### src/hdl/keyed_running_stats_table_defines.svh
// Assertion helpers for the statistics table. Both expect clk and arst_n in scope.
`ifndef KEYED_RUNNING_STATS_TABLE_DEFINES_SVH
`define KEYED_RUNNING_STATS_TABLE_DEFINES_SVH
`ifndef SYNTHESIS
// The property must hold at every clock edge outside reset.
`define KRST_ASSERT(lbl, prop) \
	lbl: assert property (@(posedge clk) disable iff (!arst_n) (prop)) \
		else $error("krst assertion failed");
// The expression must never be true outside reset.
`define KRST_NEVER(lbl, expr) \
	lbl: assert property (@(posedge clk) disable iff (!arst_n) !(expr)) \
		else $error("krst forbidden condition seen");
`else
`define KRST_ASSERT(lbl, prop)
`define KRST_NEVER(lbl, expr)
`endif
`endif

### src/hdl/krst_pkg.sv
package krst_pkg;

	localparam logic REQ_RECORD = 1'b0;
	localparam logic REQ_LOOKUP = 1'b1;
	localparam logic [31:0] COUNT_MAX = 32'hFFFF_FFFF;

	typedef struct packed {
		logic        req_type;
		logic [1:0]  arch;
		logic [31:0] footprint;
		logic [31:0] data_size;
		logic [31:0] measured;
	} krst_cmd_t;

	typedef struct packed {
		logic        hit;
		logic [31:0] mean;
		logic [31:0] deviation;
		logic [31:0] samples;
		logic        table_full;
	} krst_rsp_t;

	typedef struct packed {
		logic [31:0] key;
		logic [31:0] size;
		logic [31:0] count;
		logic [63:0] sum;
		logic [63:0] sumsq;
	} krst_entry_t;

	typedef struct packed {
		logic [31:0] count;
		logic [63:0] sum;
		logic [63:0] sumsq;
	} krst_stats_arg_t;

	typedef struct packed {
		logic        done;
		logic [31:0] mean;
		logic [31:0] dev;
	} krst_stats_res_t;

	typedef struct packed {
		logic         go;
		logic         wide;
		logic [127:0] num;
		logic [31:0]  den;
	} krst_div_req_t;

	typedef struct packed {
		logic        done;
		logic        qhi;
		logic [63:0] quot;
	} krst_div_rsp_t;

endpackage

### src/hdl/krst_div.sv
module krst_div import krst_pkg::*; (
	input  logic          clk,
	input  logic          arst_n,
	input  krst_div_req_t req,
	output krst_div_rsp_t rsp
);

	// Restoring division, one quotient bit per cycle, dividend MSB first.
	logic [127:0] num_q;
	logic [31:0]  den_q;
	logic [31:0]  rem_q;
	logic [63:0]  quot_q;
	logic         qhi_q;
	logic [6:0]   cnt_q;
	logic         run_q;
	logic         done_q;
	logic [32:0]  trial;
	logic [32:0]  diff;
	logic         ge;

	assign trial = {rem_q, num_q[127]};
	assign diff  = trial - {1'b0, den_q};
	assign ge    = trial >= {1'b0, den_q};

	always_ff @(posedge clk or negedge arst_n) begin
		if (!arst_n) begin
			num_q  <= '0;
			den_q  <= '0;
			rem_q  <= '0;
			quot_q <= '0;
			qhi_q  <= 1'b0;
			cnt_q  <= '0;
			run_q  <= 1'b0;
			done_q <= 1'b0;
		end else begin
			done_q <= 1'b0;
			if (req.go) begin
				num_q  <= req.num;
				den_q  <= req.den;
				rem_q  <= '0;
				quot_q <= '0;
				qhi_q  <= 1'b0;
				cnt_q  <= req.wide ? 7'd127 : 7'd63;
				run_q  <= 1'b1;
			end else if (run_q) begin
				rem_q  <= ge ? diff[31:0] : trial[31:0];
				quot_q <= {quot_q[62:0], ge};
				qhi_q  <= qhi_q | quot_q[63];
				num_q  <= {num_q[126:0], 1'b0};
				cnt_q  <= cnt_q - 7'd1;
				if (cnt_q == '0) begin
					run_q  <= 1'b0;
					done_q <= 1'b1;
				end
			end
		end
	end

	assign rsp.done = done_q;
	assign rsp.qhi  = qhi_q;
	assign rsp.quot = quot_q;

endmodule

### src/hdl/krst_sqrt.sv
module krst_sqrt (
	input  logic        clk,
	input  logic        arst_n,
	input  logic        go,
	input  logic [63:0] radicand,
	output logic        done,
	output logic [31:0] root
);

	// Digit-by-digit square root, two radicand bits per cycle.
	logic [63:0] rad_q;
	logic [33:0] rem_q;
	logic [31:0] root_q;
	logic [4:0]  cnt_q;
	logic        run_q;
	logic        done_q;
	logic [35:0] cur;
	logic [35:0] trial;

	assign cur   = {rem_q, rad_q[63:62]};
	assign trial = {2'b00, root_q, 2'b01};

	always_ff @(posedge clk or negedge arst_n) begin
		if (!arst_n) begin
			rad_q  <= '0;
			rem_q  <= '0;
			root_q <= '0;
			cnt_q  <= '0;
			run_q  <= 1'b0;
			done_q <= 1'b0;
		end else begin
			done_q <= 1'b0;
			if (go) begin
				rad_q  <= radicand;
				rem_q  <= '0;
				root_q <= '0;
				cnt_q  <= 5'd31;
				run_q  <= 1'b1;
			end else if (run_q) begin
				rad_q <= {rad_q[61:0], 2'b00};
				if (cur >= trial) begin
					rem_q  <= 34'(cur - trial);
					root_q <= {root_q[30:0], 1'b1};
				end else begin
					rem_q  <= 34'(cur);
					root_q <= {root_q[30:0], 1'b0};
				end
				cnt_q <= cnt_q - 5'd1;
				if (cnt_q == '0) begin
					run_q  <= 1'b0;
					done_q <= 1'b1;
				end
			end
		end
	end

	assign done = done_q;
	assign root = root_q;

endmodule

### src/hdl/krst_stats.sv
module krst_stats import krst_pkg::*; (
	input  logic            clk,
	input  logic            arst_n,
	input  logic            go,
	input  krst_stats_arg_t arg,
	output krst_stats_res_t res
);

	typedef enum logic [2:0] {
		ST_IDLE,
		ST_MEAN,
		ST_MUL,
		ST_SQD,
		ST_VAR,
		ST_ROOT
	} st_t;

	st_t             state_q;
	krst_stats_arg_t arg_q;
	krst_div_req_t   div_q;
	krst_div_rsp_t   div_rsp;
	logic            sqrt_go_q;
	logic [63:0]     rad_q;
	logic            sqrt_done;
	logic [31:0]     sqrt_root;
	logic [1:0]      mstep_q;
	logic [63:0]     prod_s1;
	logic [127:0]    acc_q;
	logic [127:0]    acc_next;
	logic [127:0]    shifted;
	logic [31:0]     opa;
	logic [31:0]     opb;
	logic [63:0]     diff;
	logic [31:0]     mean_q;
	logic [31:0]     dev_q;
	logic            done_q;

	krst_div u_div (
		.clk    (clk),
		.arst_n (arst_n),
		.req    (div_q),
		.rsp    (div_rsp)
	);

	krst_sqrt u_sqrt (
		.clk      (clk),
		.arst_n   (arst_n),
		.go       (sqrt_go_q),
		.radicand (rad_q),
		.done     (sqrt_done),
		.root     (sqrt_root)
	);

	// sum*sum from three 32x32 partial products: lo*lo, lo*hi (twice), hi*hi.
	always_comb begin
		case (mstep_q)
			2'd0: begin
				opa = arg_q.sum[31:0];
				opb = arg_q.sum[31:0];
			end
			2'd1: begin
				opa = arg_q.sum[31:0];
				opb = arg_q.sum[63:32];
			end
			default: begin
				opa = arg_q.sum[63:32];
				opb = arg_q.sum[63:32];
			end
		endcase
		case (mstep_q)
			2'd1:    shifted = {64'b0, prod_s1};
			2'd2:    shifted = {31'b0, prod_s1, 33'b0};
			2'd3:    shifted = {prod_s1, 64'b0};
			default: shifted = '0;
		endcase
		acc_next = acc_q + shifted;
		if (div_rsp.qhi || div_rsp.quot > arg_q.sumsq) begin
			diff = '0;
		end else begin
			diff = arg_q.sumsq - div_rsp.quot;
		end
	end

	always_ff @(posedge clk or negedge arst_n) begin
		if (!arst_n) begin
			state_q   <= ST_IDLE;
			arg_q     <= '0;
			div_q     <= '0;
			sqrt_go_q <= 1'b0;
			rad_q     <= '0;
			mstep_q   <= '0;
			prod_s1   <= '0;
			acc_q     <= '0;
			mean_q    <= '0;
			dev_q     <= '0;
			done_q    <= 1'b0;
		end else begin
			div_q.go  <= 1'b0;
			sqrt_go_q <= 1'b0;
			done_q    <= 1'b0;
			case (state_q)
				ST_IDLE: begin
					if (go) begin
						arg_q      <= arg;
						div_q.go   <= 1'b1;
						div_q.wide <= 1'b0;
						div_q.num  <= {arg.sum, 64'b0};
						div_q.den  <= arg.count;
						state_q    <= ST_MEAN;
					end
				end
				ST_MEAN: begin
					if (div_rsp.done) begin
						mean_q  <= (div_rsp.quot[63:32] != '0) ? COUNT_MAX
							: div_rsp.quot[31:0];
						mstep_q <= '0;
						acc_q   <= '0;
						state_q <= ST_MUL;
					end
				end
				ST_MUL: begin
					prod_s1 <= opa * opb;
					acc_q   <= acc_next;
					mstep_q <= mstep_q + 2'd1;
					if (mstep_q == 2'd3) begin
						div_q.go   <= 1'b1;
						div_q.wide <= 1'b1;
						div_q.num  <= acc_next;
						state_q    <= ST_SQD;
					end
				end
				ST_SQD: begin
					if (div_rsp.done) begin
						div_q.go   <= 1'b1;
						div_q.wide <= 1'b0;
						div_q.num  <= {diff, 64'b0};
						state_q    <= ST_VAR;
					end
				end
				ST_VAR: begin
					if (div_rsp.done) begin
						sqrt_go_q <= 1'b1;
						rad_q     <= div_rsp.quot;
						state_q   <= ST_ROOT;
					end
				end
				ST_ROOT: begin
					if (sqrt_done) begin
						dev_q   <= sqrt_root;
						done_q  <= 1'b1;
						state_q <= ST_IDLE;
					end
				end
				default: state_q <= ST_IDLE;
			endcase
		end
	end

	assign res.done = done_q;
	assign res.mean = mean_q;
	assign res.dev  = dev_q;

endmodule

### config.mk
export PLATFORM = sky130hd
export DESIGN_NAME = krst_stats
export DESIGN_NICKNAME = d
export VERILOG_FILES = /design/src/hdl/keyed_running_stats_table_defines.svh /design/src/hdl/krst_pkg.sv /design/src/hdl/krst_div.sv /design/src/hdl/krst_sqrt.sv /design/src/hdl/krst_stats.sv
export SDC_FILE = /design/constraint.sdc
export NUM_CORES = 2
export LEC_CHECK = 0
export ABC_CLOCK_PERIOD_IN_PS = 21600
export BUFFER_PORTS_ARGS = -buffer_cell sky130_fd_sc_hd__clkbuf_2
export CAP_MARGIN = 30
export CORE_ASPECT_RATIO = 0.7
export CORE_MARGIN = 1
export CORE_UTILIZATION = 65
export DETAILED_ROUTE_END_ITERATION = 7
export PLACE_DENSITY = 0.82
export SETUP_SLACK_MARGIN = 0.1
export SLEW_MARGIN = 20
export SYNTH_ARGS = -nofsm -noshare
export SYNTH_HDL_FRONTEND = slang
export SYNTH_SLANG_ARGS = --single-unit
### constraint.sdc
create_clock -name clk -period 21.6 [get_ports clk]
set_input_delay 5.4 -clock clk [delete_from_list [all_inputs] [get_ports clk]]
set_output_delay 5.4 -clock clk [all_outputs]
set_load 0.005 [all_outputs]
Yosys cells after proc, flatten, opt, wreduce, memory -nomap -nowiden
Index checks and enable logic that the tools add are counted.
{"block": "classes", "n_addsub": 7, "n_mul": 1, "n_div": 0, "magnitude_cmp": 3, "n_eq_ne": 14, "n_shift": 0, "mux": 58, "n_bitwise": 1, "reduce_logical": 18}
{"op": "case mux 130 bit (3 select lines)", "n": 1}
{"op": "2-to-1 mux 128 bit", "n": 3}
{"op": "case mux 128 bit (3 select lines)", "n": 1}
{"op": "2-to-1 mux 64 bit", "n": 5}
{"op": "2-to-1 mux 130 bit", "n": 2}
{"op": "2-to-1 mux 32 bit", "n": 8}
{"op": "case mux 128 bit (2 select lines)", "n": 1}
{"op": "2-to-1 mux 162 bit", "n": 1}
{"op": "adder 128 bit", "n": 1}
{"op": "2-to-1 mux 34 bit", "n": 3}
{"op": "> comparator 64 bit", "n": 1}
{"op": "multiplier 32 x 32 -> 64 bit", "n": 1}
{"op": "subtractor 64 bit", "n": 1}
{"op": ">= comparator 36 x 34 -> 1 bit", "n": 1}
{"op": "subtractor 34 bit", "n": 1}
{"op": ">= comparator 33 x 32 -> 1 bit", "n": 1}
{"op": "nonzero test 32 bit", "n": 1}
{"op": "subtractor 32 bit", "n": 1}
{"op": "2-to-1 mux 7 bit", "n": 3}
{"op": "2-to-1 mux 1 bit", "n": 19}
{"op": "2-to-1 mux 3 bit", "n": 6}
{"op": "case mux 3 bit (6 select lines)", "n": 1}
{"op": "2-to-1 mux 5 bit", "n": 2}
{"op": "AND reduction 2 bit", "n": 5}
{"op": "other kinds (23)", "n": 32}
{"block": "word_totals", "register_bits": 1020, "latchBits": 0, "mem_bits_rw": 0, "romBits": 0, "in_bits": 163, "memories": 0}

Longest topological paths before layout
{"block": "depth", "word_depth": 5, "depth_mapped": 38}

Hierarchy
From an unflattened synthesis, not the netlist that was laid out.
{"block": "hier_totals", "hier_cells": 9809, "area_unflattened_um2": 90984.8}
{"mod": "krst_stats", "n_inst": 1, "cells_per_inst": 7575, "area_per_inst_um2": 69718.1, "seq_area_each_um2": 15439.8}
{"mod": "krst_div", "n_inst": 1, "cells_per_inst": 1358, "area_per_inst_um2": 13295.3, "seq_area_each_um2": 6656.4}
{"mod": "krst_sqrt", "n_inst": 1, "cells_per_inst": 876, "area_per_inst_um2": 7971.4, "seq_area_each_um2": 3428.3}

Worst setup path after synthesis
OpenSTA, ideal clock, no wires.
{"block": "synth_path", "path_kind": "register to register", "from": "reg mstep_q[0]", "to": "reg prod_s1[56]", "setup_time_ns": 0.131, "t_arrival_ns": 9.115, "required_ns": 21.469, "slack_ns": 12.355, "path_stages_with_launch": 36, "n_path_buf": 5, "synth_period_minus_slack_ns": 9.245, "cell_sequence": "dfrtp_1 inv_1 ha_1 clkbuf_1 nor2_1 buf_1 buf_1 mux2i_1 clkbuf_1 nor2_1 fa_1 inv_1 fa_1 fa_1 fa_1 inv_1 fa_1 inv_1 fa_1 inv_1 fa_1 fa_1 ha_1 clkbuf_1 and3_1 and2_1 a221o_1 a21o_1 a31o_2 a21oi_1 o21ai_1 o221ai_1 nor2_1 a31oi_1 xor2_1 o21ai_1"}
{"block": "synth_via", "elab_chain_len": 4}
{"item": "start, declared", "line": "krst_stats.sv:26", "source": "logic [1:0] mstep_q;"}
{"item": "start signal, assigned", "line": "krst_stats.sv:124", "source": "mstep_q <= mstep_q + 2'd1;"}
{"item": "== test 2 x 1 -> 1 bit or logical NOT 2 bit (tied branches)", "line": "krst_stats.sv:56", "source": "case (mstep_q)"}
{"item": "OR reduction 2 bit (no line)"}
{"item": "2-to-1 mux 32 bit", "line": "krst_stats.sv:56"}
{"item": "multiplier 32 x 32 -> 64 bit (*)", "line": "krst_stats.sv:122", "source": "prod_s1 <= opa * opb;"}
{"item": "end signal, assigned", "line": "krst_stats.sv:122"}
{"item": "end, declared", "line": "krst_stats.sv:27", "source": "logic [63:0] prod_s1;"}
Mark *: on every way between the ends. The rest lies on a longest branch, timed or not.
A chain may end at the register's enable or synchronous reset.

Worst setup path in the final report
{"block": "layout_path", "from": "reg mstep_q[0]", "to": "reg prod_s1[57]"}
Same word-level chain as after synthesis.

==> results.yml <==
setup_path:
  critPathRequiredTime_ps: 22230
  timing.rr.end: "prod_s1[57]$_DFFE_PN0P_"
  crit_end: "prod_s1[57]$_DFFE_PN0P_"
  crit_type: "reg -> reg"
  rr_startpoint: "mstep_q[0]$_DFFE_PN0P_"
  end_kind: "register"
  cp-start-kind: "register"
  r2r_slack_ps: 9670
  crit_fanout: 50
  critPathLaunch: "mstep_q[0]$_DFFE_PN0P_"
  slowest_delay_ps: 880
  crit_path_frequent_cell: "fa_1"
  slowest_stage: "mux2i_1"
  crit_arrival_ps: 12550
  r2r_cells: 34
synthesis:
  syn-num-nets: 11520
  synth_enable_flop_cells: 0
  ys_ff_latch: 1020
  synth_area_per_cell_um2: 9.080
  ys_types: 99
  ys_seq_area_share_pct: 28.31
  yosysWarnings: 0
  synth.cell_area_mm2: 0.09016
  synth_cells: 9930
  async_reset_ff_share_pct: 100.0
  synth_top_flop_cell: "dfrtp_1"
cts:
  htreeDepth: 3
  cts_root_buf: "clkbuf_16"
  cts_made_buffers: 98
  post_cts.repair.setup_buffers: 0
  ctsHoldBuffers: 0
  cts_resized: 0
  numClockSinks: 1020
  cts_tree: "done"
  clockBufferDepth: 3
  clkLatencyLatePin_ps: 800
  cts.clk_slew.worst_paths_ps: 80
drt:
  vias: 80619
  viasPerCell: 6.840
  drtPass1Iterations: 8
  drc: 54
  antenna_left: 0
  avgRoutedWirePerCell_um: 30.87
  totalWireLength_um: 363900
  drt_iter0_markers: 12548
layout:
  nNetsFinal: 11427
  final_util_pct: 70.90
  area_delta_synth_final_pct: 7.408
  layout-drive-gt1-share_pct: 8.127
global_routing:
  grt_max_degree: 194
  antenna_found_initial: 41
  grt_pass1_wl_um: 524200
  grt.total_usage_pct: 51.64
  overflow: 0
  grt_pass1_vias: 77502
worst_hold_path:
  whs_path_depth: 2
  hp-class: "reg -> reg"
outcome:
  outcome: "complete, but fails checks"
  violations: "design-rule violations"
power_and_ir_drop:
  finalPower_w: 0.007050
  peakVddDrop_mv: 0.1022
  p_leak_nw: 46.67
  p_per_area_mw_per_mm2: 72.80
sta:
  final.min_clock_period_ps: 11930
  finalSetupViolCount: 0
  tns_ps: 0
  tightest_slew_ps: 1403
  fmax_ghz: 0.08386
  hold_viol: 0
  drv_slew: 0
  clock_skew_ps: 74.86
  max_slew_margin_pct: 6.444
  fin_crit_sh_pct: 55.21
  rsz0062_at_grt: "false"
place:
  gp_congestion: 1.131
  io_buffers: 227
  dp_hpwl_um: 279300
flow_run:
  drv_cap: 0
floorplan:
  dieArea_mm2: 0.1402
  initial_core_util_pct: 66.01
  die_y_um: 313.6
  die_w_um: 447.1
  rows: 113
  coreArea_mm2: 0.1366
  ioPinCount: 228
-- cells by family (layout without fill, tap and decap cells) --
kind of cell / count (synthesis) / after routing / share of synthesized area (%)
AOI/OAI and AO/OA: 1983 / 1983 / 14.63
xor gates and xnor gates: 313 / 313 / 3.041
adders and majority gates: 1427 / 1427 / 27.29
buffers and inverters: 1664 / 1651 / 6.987
DFF: 1020 / 1020 / 28.31
muxes: 502 / 502 / 5.755
other: 0 / 29 / 0
and+or+nand+nor: 3021 / 3021 / 13.99
-- worst min path at each step --
stage	end	slack, ps	startpoint
final	u_div.num_q[123]$_DFFE_PN0P_	460	div_q[155]$_DFFE_PN0P_
after global routing	div_q[18]$_DFFE_PN0P_	510	div_q[18]$_DFFE_PN0P_
after CTS	u_div.num_q[123]$_DFFE_PN0P_	470	div_q[155]$_DFFE_PN0P_
after detailed placement	div_q[20]$_DFFE_PN0P_	460	div_q[20]$_DFFE_PN0P_
after global placement	u_div.num_q[99]$_DFFE_PN0P_	460	div_q[131]$_DFFE_PN0P_
after floorplan	div_q[0]$_DFFE_PN0P_	440	div_q[0]$_DFFE_PN0P_
-- report_power, final --
| part | internal (W) | switching (W) | leakage, nW | total, W |
|---|---|---|---|---|
| registers | 0.00193 | 0.0000248 | 13.8 | 0.00195 |
| logic | 0.00111 | 0.00204 | 31.2 | 0.00315 |
| clock network | 0.00109 | 0.000866 | 1.72 | 0.00195 |
| total | 0.00412 | 0.00293 | 46.7 | 0.00705 |
-- cells in the mapped netlist (all sizes together), types with 46 or more instances --
cell	count	area [µm²]
a211oi	64	498.0
a21o	195	1464
a21oi	412	2081
a222oi	46	460.4
a22o	255	2233
and2	82	513.0
buf	67	304.0
clkbuf	519	1949
dfrtp	1020	25520
fa	899	18000
ha	528	6606
inv	1077	4043
mux2	131	1475
mux2i	371	3714
nand2	1602	6016
nand2b	53	331.6
nand3	65	330.3
nand4	115	719.4
nor2	900	3378
o21a	54	405.4
o21ai	592	2974
o21bai	60	450.4
xnor2	176	1541
xor2	137	1200
-- cell type report --
cell class | instances | area [µm²]
inverters | 1078 | 4046
fillers | 9857 | 39740
clock buffers | 124 | 2721
repair buffers | 393 | 2615
well taps | 1840 | 2302
flip-flops and latches | 1020 | 25540
multi-input cells | 7246 | 58710
clock inverters | 56 | 833.3
diodes | 29 | 72.57
-- state kept, by name, indices dropped and copies added, names as in the netlist, 34 cells and up --
name,count
acc_q,128
arg_q,128
div_q,162
prod_s1,64
rad_q,64
u_div.num_q,128
u_div.quot_q,64
u_sqrt.rad_q,64
u_sqrt.rem_q,34
-- per-layer routing --
metal | part of all wire (%) | GRT usage, % | routed length [µm] | up-vias
li1 | - | - | - | 32730
met1 | 38 | 69.48 | 137900 | 39794
met2 | 36 | 63.87 | 132800 | 6900
met3 | 20 | 34.55 | 74300 | 1149
met4 | 4.8 | 19.54 | 17430 | 46
met5 | 0.39 | 6.923 | 1413 | -
-- worst max-delay path: cells and delay by family, from the launching register on --
| kind | cells | cell delay, ps |
|---|---|---|
| buffers and inverters | 9 | 2340 |
| DFF | 1 | 420 |
| xor gates and xnor gates | 1 | 190 |
| muxes | 1 | 880 |
| AOI/OAI and AO/OA | 9 | 2420 |
| adders and majority gates | 10 | 4690 |
| and+or+nand+nor | 4 | 710 |
-- metrics by stage --
stage,setup WS (ps),instance area (µm²),cells,hold WS [ps]
2_1_floorplan,12350,90160,9930,440.1
3_3_place_gp,10260,92850,11556,456.9
3_5_place_dp,10290,92970,11562,464.4
4_1_cts,10180,96530,11742,466.0
5_1_grt,9562,96780,11764,507.5
6_report,9675,96840,11786,461.5
-- cells in the final DEF, fill, tap and decap left out, drive strengths merged, types with 46 or more instances in the layout --
cell type / n
nand2: 1602
inv: 1084
dfrtp: 1020
nor2: 900
fa: 899
o21ai: 592
ha: 528
a21oi: 412
mux2i: 371
clkbuf: 353
a22o: 255
a21o: 195
xnor2: 176
buf: 164
xor2: 137
mux2: 131
nand4: 115
and2: 82
nand3: 65
a211oi: 64
o21bai: 60
o21a: 54
nand2b: 53
a222oi: 46
(Power assumes the default switching activity.)
